<file path="src/design/stb_pkg.sv">
// ----------------------------------------------------------------------------
// Seconds timer bank package
// Field widths, timer marks, command codes and controller states that the
// timer bank modules share.
// ----------------------------------------------------------------------------
`default_nettype none

package stb_pkg;

	// Timer value width and the two special timer values
	localparam int unsigned TIMER_W = 16;
	localparam logic [TIMER_W-1:0] HALT_MARK = 16'hFFFF;
	localparam logic [TIMER_W-1:0] WRAP_MARK = 16'hFFFE;

	// Input field widths
	localparam int unsigned CMD_W = 3;
	localparam int unsigned IDX_W = 3;

	// Stream payload widths, padded to whole bytes
	localparam int unsigned S_TDATA_W = 24;
	localparam int unsigned M_TDATA_W = 24;

	// Command codes carried in the input tuser field
	typedef enum logic [CMD_W-1:0] {
		CMD_TICK     = 3'd0,
		CMD_SET      = 3'd1,
		CMD_HALT     = 3'd2,
		CMD_CLEAR    = 3'd3,
		CMD_READ     = 3'd4,
		CMD_REMAIN   = 3'd5,
		CMD_COUNT_TO = 3'd6
	} cmd_t;

	// Controller states
	typedef enum logic [2:0] {
		ST_IDLE,
		ST_READ,
		ST_EXEC,
		ST_TICK,
		ST_DONE
	} state_t;

endpackage : stb_pkg

`default_nettype wire

</file>
<file path="src/design/stb_ram.sv">
// ----------------------------------------------------------------------------
// Generic simple dual-port RAM
// One write port and one read port, with the read data registered so that
// it appears in the cycle after the read is issued.
// ----------------------------------------------------------------------------
`default_nettype none

module stb_ram #(
	parameter int unsigned WIDTH = 16,
	parameter int unsigned DEPTH = 8,
	localparam int unsigned AW = (DEPTH > 1) ? $clog2(DEPTH) : 1
) (
	input  wire logic             clk,
	input  wire logic             wr_en,
	input  wire logic [AW-1:0]    wr_addr,
	input  wire logic [WIDTH-1:0] wr_data,
	input  wire logic             rd_en,
	input  wire logic [AW-1:0]    rd_addr,
	output logic      [WIDTH-1:0] rd_data
);

	logic [WIDTH-1:0] mem [DEPTH];

	// Write port
	always_ff @(posedge clk) begin
		if (wr_en) begin
			mem[wr_addr] <= wr_data;
		end
	end

	// Registered read port
	always_ff @(posedge clk) begin
		if (rd_en) begin
			rd_data <= mem[rd_addr];
		end
	end

endmodule : stb_ram

`default_nettype wire

</file>
<file path="src/design/seconds_timer_bank.sv">
// ----------------------------------------------------------------------------
// Seconds timer bank
// A bank of 16-bit up-counting second timers held in one RAM, with commands to
// tick, set, halt, clear, read, report remaining time and test against a target.
// ----------------------------------------------------------------------------
// Usage:
//   Commands arrive on the s_axis stream, one per transfer; the command code
//   travels in s_axis_tuser. Every command produces exactly one result
//   transfer on the m_axis stream, in order.
//   The timer values live in a RAM with a registered read. A single-timer
//   command passes through the read, execute and done states: it reads its
//   entry, modifies it and writes it back, and its result is loaded into the
//   output register in the done state; the next command is taken once the
//   controller is back in idle. A tick walks the RAM with one read and one
//   write-back in flight each cycle; the walk length sets the tick rate.
//   Unused codes and out-of-range indices skip to done and return zero.
//   Reset clears a valid bit for every entry; an entry that has never been
//   written reads as zero, so no clearing pass is needed.
//   A finished result waits in the output register while the next command
//   is accepted and worked on. If the receiver keeps m_axis_tready low, the
//   following command holds in its final state until the register frees up.
// ----------------------------------------------------------------------------
`default_nettype none

module seconds_timer_bank
	import stb_pkg::*;
#(
	parameter int unsigned NUM_TIMERS = 8
) (
	input  wire logic                 clk,
	input  wire logic                 arst_n,
	// Command stream
	input  wire logic                 s_axis_tvalid,
	output logic                      s_axis_tready,
	// tdata: timer_index [2:0], value [18:3], restart [19], zero [23:20]
	input  wire logic [S_TDATA_W-1:0] s_axis_tdata,
	// tuser: cmd [2:0]
	input  wire logic [CMD_W-1:0]     s_axis_tuser,
	// Result stream
	output logic                      m_axis_tvalid,
	input  wire logic                 m_axis_tready,
	// tdata: timer_value [15:0], fired [16], zero [23:17]
	output logic      [M_TDATA_W-1:0] m_axis_tdata
);

	localparam int unsigned AW = (NUM_TIMERS > 1) ? $clog2(NUM_TIMERS) : 1;
	localparam int unsigned CW = $clog2(NUM_TIMERS + 1);

	// Input field views
	logic                 s_xfer;
	cmd_t                 cmd_in;
	logic [IDX_W-1:0]     idx_in;
	logic                 idx_ok;

	// Latched command
	cmd_t                 cmd_q;
	logic [IDX_W-1:0]     idx_q;
	logic [TIMER_W-1:0]   value_q;
	logic                 restart_q;
	logic [7:0]           idx_wide;
	logic [AW-1:0]        idx_addr;

	// Controller
	state_t               state_q;
	state_t               state_d;
	logic [CW-1:0]        tick_cnt_q;
	logic                 tick_rd_last;

	// RAM ports
	logic                 rd_en;
	logic [AW-1:0]        rd_addr;
	logic [TIMER_W-1:0]   rd_data;
	logic                 wr_en;
	logic [AW-1:0]        wr_addr;
	logic [TIMER_W-1:0]   wr_data;

	// Entry valid bits and read pipeline
	logic [NUM_TIMERS-1:0] valid_q;
	logic                 rd_vld_s1;
	logic                 tick_wr_s1;
	logic [AW-1:0]        tick_addr_s1;

	// Datapath
	logic [TIMER_W-1:0]   cur;
	logic [TIMER_W-1:0]   target;
	logic [TIMER_W-1:0]   tick_val;
	logic                 ex_wr;
	logic [TIMER_W-1:0]   ex_data;
	logic [TIMER_W-1:0]   ex_res;
	logic                 ex_fired;

	// Result and output registers
	logic [TIMER_W-1:0]   res_q;
	logic                 fired_q;
	logic                 out_vld_q;
	logic [TIMER_W-1:0]   out_val_q;
	logic                 out_fired_q;
	logic                 out_free;

	// Field extraction
	assign s_xfer   = s_axis_tvalid & s_axis_tready;
	assign cmd_in   = cmd_t'(s_axis_tuser);
	assign idx_in   = s_axis_tdata[IDX_W-1:0];
	assign idx_ok   = 9'(idx_in) < 9'(NUM_TIMERS);
	assign idx_wide = 8'(idx_q);
	assign idx_addr = idx_wide[AW-1:0];
	assign out_free = ~out_vld_q | m_axis_tready;
	assign tick_rd_last = tick_cnt_q == CW'(NUM_TIMERS);

	// Command latch
	always_ff @(posedge clk) begin
		if (s_xfer) begin
			cmd_q     <= cmd_in;
			idx_q     <= idx_in;
			value_q   <= s_axis_tdata[IDX_W +: TIMER_W];
			restart_q <= s_axis_tdata[IDX_W + TIMER_W];
		end
	end

	// State register
	always_ff @(posedge clk or negedge arst_n) begin
		if (!arst_n) begin
			state_q <= ST_IDLE;
		end else begin
			state_q <= state_d;
		end
	end

	// Next-state logic
	always_comb begin
		state_d = state_q;
		case (state_q)
			ST_IDLE: begin
				if (s_xfer) begin
					if (cmd_in == CMD_TICK) begin
						state_d = ST_TICK;
					end else if (idx_ok && (cmd_in inside {[CMD_SET:CMD_COUNT_TO]})) begin
						state_d = ST_READ;
					end else begin
						state_d = ST_DONE;
					end
				end
			end
			ST_READ: state_d = ST_EXEC;
			ST_EXEC: state_d = ST_DONE;
			ST_TICK: begin
				if (tick_rd_last && tick_wr_s1) begin
					state_d = ST_DONE;
				end
			end
			ST_DONE: begin
				if (out_free) begin
					state_d = ST_IDLE;
				end
			end
			default: state_d = ST_IDLE;
		endcase
	end

	// Controller outputs
	always_comb begin
		s_axis_tready = 1'b0;
		rd_en         = 1'b0;
		rd_addr       = idx_addr;
		case (state_q)
			ST_IDLE: s_axis_tready = 1'b1;
			ST_READ: rd_en = 1'b1;
			ST_TICK: begin
				rd_en   = ~tick_rd_last;
				rd_addr = tick_cnt_q[AW-1:0];
			end
			default: begin
				rd_en = 1'b0;
			end
		endcase
	end

	// Tick walk counter and write-back stage
	always_ff @(posedge clk or negedge arst_n) begin
		if (!arst_n) begin
			tick_cnt_q <= '0;
			tick_wr_s1 <= 1'b0;
		end else begin
			if (s_xfer) begin
				tick_cnt_q <= '0;
			end else if (state_q == ST_TICK && rd_en) begin
				tick_cnt_q <= tick_cnt_q + CW'(1);
			end
			tick_wr_s1 <= (state_q == ST_TICK) && rd_en;
		end
	end

	// Address and valid bit travel alongside the RAM read
	always_ff @(posedge clk) begin
		if (rd_en) begin
			tick_addr_s1 <= rd_addr;
			rd_vld_s1    <= valid_q[rd_addr];
		end
	end

	// Entry valid bits: an entry never written reads as zero
	always_ff @(posedge clk or negedge arst_n) begin
		if (!arst_n) begin
			valid_q <= '0;
		end else if (wr_en) begin
			valid_q[wr_addr] <= 1'b1;
		end
	end

	// Timer arithmetic on the value read back
	always_comb begin
		cur      = rd_vld_s1 ? rd_data : '0;
		target   = (value_q > WRAP_MARK) ? WRAP_MARK : value_q;
		tick_val = cur;
		if (cur < WRAP_MARK) begin
			tick_val = cur + TIMER_W'(1);
		end else if (cur == WRAP_MARK) begin
			tick_val = '0;
		end
		ex_wr    = 1'b0;
		ex_data  = cur;
		ex_res   = '0;
		ex_fired = 1'b0;
		case (cmd_q)
			CMD_SET: begin
				ex_wr   = 1'b1;
				ex_data = value_q;
				ex_res  = value_q;
			end
			CMD_HALT: begin
				ex_wr   = 1'b1;
				ex_data = HALT_MARK;
				ex_res  = HALT_MARK;
			end
			CMD_CLEAR: begin
				ex_wr   = 1'b1;
				ex_data = '0;
			end
			CMD_READ: ex_res = cur;
			CMD_REMAIN: begin
				ex_res = (value_q > cur) ? value_q - cur : '0;
			end
			CMD_COUNT_TO: begin
				ex_res = cur;
				if (cur >= target) begin
					if (restart_q) begin
						ex_wr    = 1'b1;
						ex_data  = '0;
						ex_res   = '0;
						ex_fired = 1'b1;
					end else if (cur != HALT_MARK) begin
						ex_wr    = 1'b1;
						ex_data  = HALT_MARK;
						ex_res   = HALT_MARK;
						ex_fired = 1'b1;
					end
				end
			end
			default: begin
				ex_wr = 1'b0;
			end
		endcase
	end

	// Write port selection
	always_comb begin
		if (state_q == ST_TICK) begin
			wr_en   = tick_wr_s1;
			wr_addr = tick_addr_s1;
			wr_data = tick_val;
		end else begin
			wr_en   = (state_q == ST_EXEC) && ex_wr;
			wr_addr = idx_addr;
			wr_data = ex_data;
		end
	end

	stb_ram #(
		.WIDTH (TIMER_W),
		.DEPTH (NUM_TIMERS)
	) u_ram (
		.clk     (clk),
		.wr_en   (wr_en),
		.wr_addr (wr_addr),
		.wr_data (wr_data),
		.rd_en   (rd_en),
		.rd_addr (rd_addr),
		.rd_data (rd_data)
	);

	// Result register: zero unless a single-timer command fills it
	always_ff @(posedge clk) begin
		if (s_xfer) begin
			res_q   <= '0;
			fired_q <= 1'b0;
		end else if (state_q == ST_EXEC) begin
			res_q   <= ex_res;
			fired_q <= ex_fired;
		end
	end

	// Output register, loaded when the previous result has been taken
	always_ff @(posedge clk or negedge arst_n) begin
		if (!arst_n) begin
			out_vld_q <= 1'b0;
		end else if (state_q == ST_DONE && out_free) begin
			out_vld_q <= 1'b1;
		end else if (m_axis_tready) begin
			out_vld_q <= 1'b0;
		end
	end

	always_ff @(posedge clk) begin
		if (state_q == ST_DONE && out_free) begin
			out_val_q   <= res_q;
			out_fired_q <= fired_q;
		end
	end

	assign m_axis_tvalid = out_vld_q;
	assign m_axis_tdata  = {(M_TDATA_W - TIMER_W - 1)'(0), out_fired_q, out_val_q};

	// Checks on the controller and the RAM pipeline
	a_wr_state: assert property (@(posedge clk) disable iff (!arst_n)
		wr_en |-> (state_q == ST_TICK || state_q == ST_EXEC))
		else $error("timer RAM written outside a tick walk or command update");

	a_tick_wb: assert property (@(posedge clk) disable iff (!arst_n)
		tick_wr_s1 |-> $past(rd_en))
		else $error("tick write-back without a preceding read");

	a_tick_end: assert property (@(posedge clk) disable iff (!arst_n)
		(state_q == ST_TICK && state_d == ST_DONE) |-> tick_rd_last)
		else $error("tick walk ended before every timer was read");

	a_tick_all: assert property (@(posedge clk) disable iff (!arst_n)
		(state_q == ST_DONE && $past(state_q) == ST_TICK) |-> (&valid_q))
		else $error("tick walk left a timer entry unwritten");

	a_one_item: assert property (@(posedge clk) disable iff (!arst_n)
		s_xfer |=> !s_axis_tready)
		else $error("second command accepted before the first finished");

endmodule : seconds_timer_bank

`default_nettype wire

</file>
<file path="config.mk">
export PLATFORM = sky130hd
export DESIGN_NAME = seconds_timer_bank
export DESIGN_NICKNAME = d
export VERILOG_FILES = /design/src/design/stb_pkg.sv /design/src/design/stb_ram.sv /design/src/design/seconds_timer_bank.sv
export SDC_FILE = /design/constraint.sdc
export NUM_CORES = 1
export LEC_CHECK = 0
export BUFFER_PORTS_ARGS = -buffer_cell sky130_fd_sc_hd__buf_4
export CAP_MARGIN = 20
export CORE_ASPECT_RATIO = 0.7
export CORE_MARGIN = 8
export CORE_UTILIZATION = 45
export DETAILED_ROUTE_END_ITERATION = 12
export GPL_TIMING_DRIVEN = 0
export HOLD_SLACK_MARGIN = 0.08
export PLACE_DENSITY_LB_ADDON = 0.1
export SLEW_MARGIN = 10
export SYNTH_ARGS = -nofsm -noshare
export SYNTH_HDL_FRONTEND = slang
export SYNTH_HIERARCHICAL = 1
export SYNTH_SLANG_ARGS = --single-unit
</file>
<file path="constraint.sdc">
create_clock -name clk -period 6.6 [get_ports clk]
set_input_delay 0.99 -clock clk [delete_from_list [all_inputs] [get_ports clk]]
set_output_delay 0.99 -clock clk [all_outputs]
set_load 0.01 [all_outputs]
</file>
-- After elaboration in Yosys (flattened, before gate mapping)
Memories as Yosys holds them, arrays and structs flattened. A register that Yosys moved wholly into a read port is not among the register bits.
Index checks and enable logic that the tools add are counted.
- register bits: 78
- bits in writable memories: 128
- logic and storage cells: 98
- memories kept: 1
- $add $sub $neg: 3
- order comparisons: 9
- equal/unequal tests: 16
- muxes and demuxes: 37
- bitwise gates (word level): 5
- reduce and logical (&&, ||, !) cells: 12
- memory list (name ; depth ; width ; read ports ; clocked after memory_dff ; write ports ; RTL line ; text):
    u_ram.mem ; 8 ; 16 ; 1 ; 1 ; 1 ; stb_ram.sv:22 ; logic [WIDTH-1:0] mem [DEPTH];
- operators with widths (cell ; number):
    $mux 16 ; 9
    $pmux 16 s5 ; 1
    $pmux 16 s4 ; 1
    $mux 3 ; 7
    $add 16x1->16 const B ; 1
    $eq 16x16->1 const B ; 1
    $ge 16x16->1 ; 1
    $gt 16x16->1 ; 1
    $gt 16x16->1 const B ; 1
    $lt 16x16->1 const B ; 1
    $ne 16x16->1 const B ; 1
    $sub 16x16->16 ; 1
    $pmux 3 s5 ; 1
    $eq 3x2->1 const B ; 4
    $eq 3x3->1 const B ; 4
    $mux 1 ; 12
    $lt 3x4->1 const B ; 2
    $mux 4 ; 2
    $or 8x8->8 ; 1
    $eq 3x1->1 const B ; 2
    $ge 3x1->1 const B ; 2
    $logic_and 1x1->1 ; 6
    $logic_not 3->1 ; 2
    $ne 2x2->1 const B ; 3
    12 further kinds ; 15

-- Logic depth before layout (Yosys ltp)
- word-level depth: 10
- depth in mapped cells: 16
- depth with buffers taken out: 13

-- By module
The synthesis kept the hierarchy.
- by module, submodules not included (module ; instances ; cells an instance ; area each (um2) ; seq. area each (um2)):
    seconds_timer_bank ; 1 ; 641 ; 5582.9 ; 2087.0
    stb_ram ; 1 ; 214 ; 5454.0 ; 4324.1

-- Worst setup path after synthesis
Ideal clock, no wire load.
- path type: register to register
- from: register rd_vld_s1
- to: memory u_ram.mem[4][0], enable pin
- arrival: 3.537 ns
- data required time: 6.191 ns
- setup slack: 2.654 ns
- stages on the path, launching flop included: 13
- path buffers: 2
- period minus slack after synthesis: 3.946 ns
- cell sequence: edfxtp_1 -> buf_4 -> clkbuf_1 -> nand2_1 -> ha_1 -> nand2b_1 -> a2111o_1 -> a31oi_1 -> o2111ai_2 -> a31oi_1 -> o31ai_2 -> nand2_1 -> nor3_1
- longest elaborated chain between the ends: 10
- elaborated cells on any way between the ends: 11
- ends and longest elaborated chain (what ; RTL line ; text):
    start, declared ; seconds_timer_bank.sv:79 ; logic rd_vld_s1;
    start signal, assigned ; seconds_timer_bank.sv:197 ; rd_vld_s1 <= valid_q[rd_addr];
    $mux 16 (*) ; seconds_timer_bank.sv:212 ; cur = rd_vld_s1 ? rd_data : '0;
    branches (longest 3 deep; another with $ge 16x16->1) ; n/a ;
    $mux 1 (*) ; seconds_timer_bank.sv:245 ; if (cur >= target) begin
    $pmux 1 s2 (*) ; seconds_timer_bank.sv:224 ; case (cmd_q)
    $logic_and 1x1->1 (*) ; seconds_timer_bank.sv:272 ; wr_en = (state_q == ST_EXEC) && ex_wr;
    $mux 1 (*) ; seconds_timer_bank.sv:267 ; if (state_q == ST_TICK) begin
    named net wr_en ; seconds_timer_bank.sv:73 ; logic wr_en;
    $mux 1 (*) ; stb_ram.sv:26 ; if (wr_en) begin
    $mux 1 (not written as such) (*) ; stb_ram.sv:27 ; mem[wr_addr] <= wr_data;
    end, declared ; stb_ram.sv:22 ;
Mark *: on every way through the listed nets, which the timed path passes.

-- Final worst setup path
- from: register value_q[14]
- to: memory u_ram.mem[4][6], enable pin
- longest elaborated chain between the ends: 9
- ends and longest elaborated chain (what ; RTL line ; text):
    start, declared ; seconds_timer_bank.sv:58 ; logic [TIMER_W-1:0] value_q;
    start signal, assigned ; seconds_timer_bank.sv:115 ; value_q <= s_axis_tdata[IDX_W +: TIMER_W];
    $gt 16x16->1 ; seconds_timer_bank.sv:213 ; target = (value_q > WRAP_MARK) ? WRAP_MARK : value_q;
    $mux 16 (*) ; seconds_timer_bank.sv:213 ;
    $ge 16x16->1 (*) ; seconds_timer_bank.sv:245 ;
    $mux 1 (*) ; seconds_timer_bank.sv:245 ;
    $pmux 1 s2 (*) ; seconds_timer_bank.sv:224 ;
    $logic_and 1x1->1 (*) ; seconds_timer_bank.sv:272 ;
    $mux 1 (*) ; seconds_timer_bank.sv:267 ;
    named net wr_en ; seconds_timer_bank.sv:73 ;
    $mux 1 (*) ; stb_ram.sv:26 ;
    $mux 1 (not written as such) (*) ; stb_ram.sv:27 ;
The timed path passes the listed nets; every way through them passes the cells marked *.

==> impl_metrics.sql <==
INSERT INTO impl_metrics (metric_group, metric, value, unit) VALUES
('grt', 'grt_pass1_vias', '7117', ''),
('pwr', 'share_seq_of_total_power', '38.3', '%'),
('worst_setup_path', 'critical_path.most_common_cell', 'a31oi_1', ''),
('detailed_routing', 'detail-route-antenna-nets', '0', ''),
('worst_setup_path', 'critical_path.top_delay_family', 'simple AND/OR/NAND/NOR gates', ''),
('pwr', 'power_frac_clock', '22.2', '%'),
('timing', 'drv_slew', '0', ''),
('timing', 'setup_ws', '1917', 'ps'),
('grt', 'largest_net_degree_at_the_start_of_global_routing', '33', ''),
('clocking', 'clock_network_latency_to_the_later_pin_of_the_worst_skew_pair', '520', 'ps'),
('pwr', 'irDropWorstVdd', '0.2785', 'mV'),
('timing', 'timing.clock.skew', '13.69', 'ps'),
('worst_setup_path', 'crit_path_cell_trace', 'nand4_1 > nor4_1 > nor2_1 > ha_1 > nand2b_1 > a2111o_1 > a31oi_1 > o2111ai_2 > a31oi_1 > o31ai_2 > nand2_1 > nor3_2 > buf_4 > buf_6', ''),
('yosys', 'post_synth_top_flop', 'edfxtp_1', ''),
('detailed_routing', 'detailedRoute.firstIterationViolations', '680', ''),
('yosys', 'yosys_warnings', '6', ''),
('detailed_routing', 'drt_drc_violations_left', '0', ''),
('worst_setup_path', 'required', '6830', 'ps'),
('run_status', 'outcome', 'finished clean', ''),
('final_layout', 'area.sequential', '6411', 'µm²'),
('worst_setup_path', 'worst_r2r_path_depth', '14', ''),
('detailed_routing', 'post_drt_via_cell_ratio', '5.900', ''),
('final_layout', 'postLayoutCellArea', '12690', 'µm²'),
('worst_setup_path', 'worstReg2RegStart', 'value_q[14]', ''),
('worst_setup_path', 'arrival_time_at_the_worst_endpoint', '4910', 'ps'),
('pwr', 'internal_power', '3.389', 'mW'),
('grt', 'grt.total_usage', '18.69', '%'),
('yosys', 'post-synth-top-area-fraction', '51.15', '%'),
('yosys', 'post_synth_most_frequent_cells', 'edfxtp_1 (188), nand2_1 (79), a21oi_1 (63)', ''),
('yosys', 'synth.ff_latch_count', '222', ''),
('yosys', 'netlist_instances', '855', ''),
('clocking', 'ctsHoldBuffers', '0', ''),
('final_layout', 'multiInputGateArea', '4223', 'µm²'),
('clocking', 'clk_transition_reported_paths', '60', 'ps'),
('timing', 'max_slew_margin', '29.61', '%'),
('clocking', 'htree_levels', '1', ''),
('floorplan', 'design.portCount', '57', ''),
('worst_setup_path', 'reg2reg_to', 'u_ram/mem[4][6]', ''),
('clocking', 'root_buffer', 'clkbuf_16', ''),
('floorplan', 'floorplan.initialDensity', '45.26', '%'),
('final_layout', 'fillerInstances', '2130', ''),
('timing', 'finalHoldViolations', '0', ''),
('clocking', 'cts-buffers-inserted', '22', ''),
('grt', 'overflow', '0', ''),
('final_layout', 'area.growth.synth_to_final', '15.00', '%'),
('place', 'numPortBuffers', '45', ''),
('final_layout', 'final_core_utilization', '52.05', '%'),
('pwr', 'sw_frac_of_total', '37.24', '%'),
('yosys', 'top_cells_by_area_in_the_synthesized_netlist', 'edfxtp_1 (51%), mux4_1 (6.7%), ha_1 (4.1%)', ''),
('yosys', 'synth_edf_count', '188', ''),
('timing', 'period_minus_slack', '4683', 'ps'),
('final_layout', 'post_route_cells_drive_above_1_share', '17.33', '%'),
('job', 'max_cap_viol_count', '0', ''),
('pwr', 'p_leak', '4.823', 'nW'),
('yosys', 'async_s_r_ff_share_synth', '7.658', '%'),
('detailed_routing', 'postRouteWirelength', '28270', 'µm'),
('pwr', 'powerDensity', '425.4', 'nW/µm²'),
('grt', 'antenna_violations_before_repair', '0', ''),
('worst_setup_path', 'critical_path.max_fanout', '7', ''),
('floorplan', 'design.core.area', '24380', 'µm²'),
('pwr', 'power.share.combinational', '39.5', '%'),
('yosys', 'ys_seq_area_share', '58.09', '%'),
('worst_setup_path', 'setup.worst_path.end_class', 'flip-flop', ''),
('timing', 'worst_slew_pin_slew', '1045', 'ps'),
('detailed_routing', 'first_drt_pass_iteration_count', '5', ''),
('place', 'post-dp-hpwl', '21110', 'µm'),
('yosys', 'synth_top_area_cell', 'edfxtp_1', ''),
('clocking', 'tritoncts_clock_tree', 'yes', ''),
('final_layout', 'nNetsFinal', '1010', ''),
('pwr', 'net_switching', '2.011', 'mW'),
('floorplan', 'chipWidth', '203.2', 'µm');
==> power by group through the flow <==
stage	logic (mW)	registers [mW]	clock network [mW]
after floorplan	1.44	2.06	0
after global placement	2.05	2.10	0
after detailed placement	2.10	2.09	0
after CTS	2.11	2.06	1.24
after global routing	2.33	2.09	1.29
final	2.13	2.07	1.20
==> state kept, by name (all words and copies together), names as in the netlist, 3 cells and up <==
name           cells
tick_addr_s1       3
state_q            3
idx_addr           3
tick_cnt_q         4
u_ram/mem        128
cmd_q              3
valid_q            8
value_q           16
u_ram/rd_data     16
out_val_q         16
res_q             16
==> per-stage QoR <==
step	total power, mW	instances	hold slack, ps
global route	5.702	1283	326.3
CTS	5.404	1283	312.6
detailed placement	4.185	1243	418.7
floorplan	3.494	861	408.1
global placement	4.150	1231	414.0
finish	5.400	1283	327.2
==> worst max path at each step <==
stage	start	to	slack, ps	cells after the start
after floorplan	rd_vld_s1	u_ram/mem[4][0]	2650	12
final	value_q[14]	u_ram/mem[4][6]	1920	14
after global placement	rd_vld_s1	u_ram/mem[4][10]	500	12
after CTS	rd_vld_s1	u_ram/mem[4][6]	1980	14
after global routing	rd_vld_s1	u_ram/mem[4][4]	1700	13
after detailed placement	rd_vld_s1	u_ram/mem[4][5]	2010	14
==> cell type report <==
type | instances | share of cell area [%]
plain buffers | 42 | 2.198
clock buffers | 25 | 4.594
clock inverters | 15 | 0.8379
inverters | 50 | 1.479
multi-input cells | 547 | 33.27
flip-flops and latches | 222 | 50.51
well taps | 325 | 3.204
repair buffers | 57 | 3.904
==> layer usage <==
layer	track usage, %	vias to the layer above	wire length, µm
li1	-	3486	-
met1	30.56	3742	14190
met2	24.22	313	10970
met3	4.950	29	2755
met4	2.966	0	363
met5	0	-	0
==> cells in the final DEF, fill, tap and decap left out, types with 12 or more instances in the layout <==
| cell type | count |
|---|---|
| edfxtp_1 | 188 |
| nand2_1 | 79 |
| a21oi_1 | 63 |
| buf_4 | 59 |
| inv_1 | 50 |
| o21ai_0 | 47 |
| ha_1 | 36 |
| nor2_1 | 31 |
| mux4_1 | 28 |
| clkbuf_16 | 23 |
| nor3_1 | 19 |
| mux2_2 | 18 |
| dfxtp_1 | 17 |
| dfrtp_1 | 17 |
| nand3_1 | 15 |
| nand4_1 | 12 |
| a21o_1 | 12 |
==> logic make-up after synthesis <==
kind of cell | synth area share [%]
compound gates | 13.14
flops | 58.09
simple gates | 9.545
buf+inv | 4.217
mux | 9.681
fa+ha+maj | 4.263
xor+xnor | 1.032
other cells | 0.03398
(Power assumes the default switching activity.)
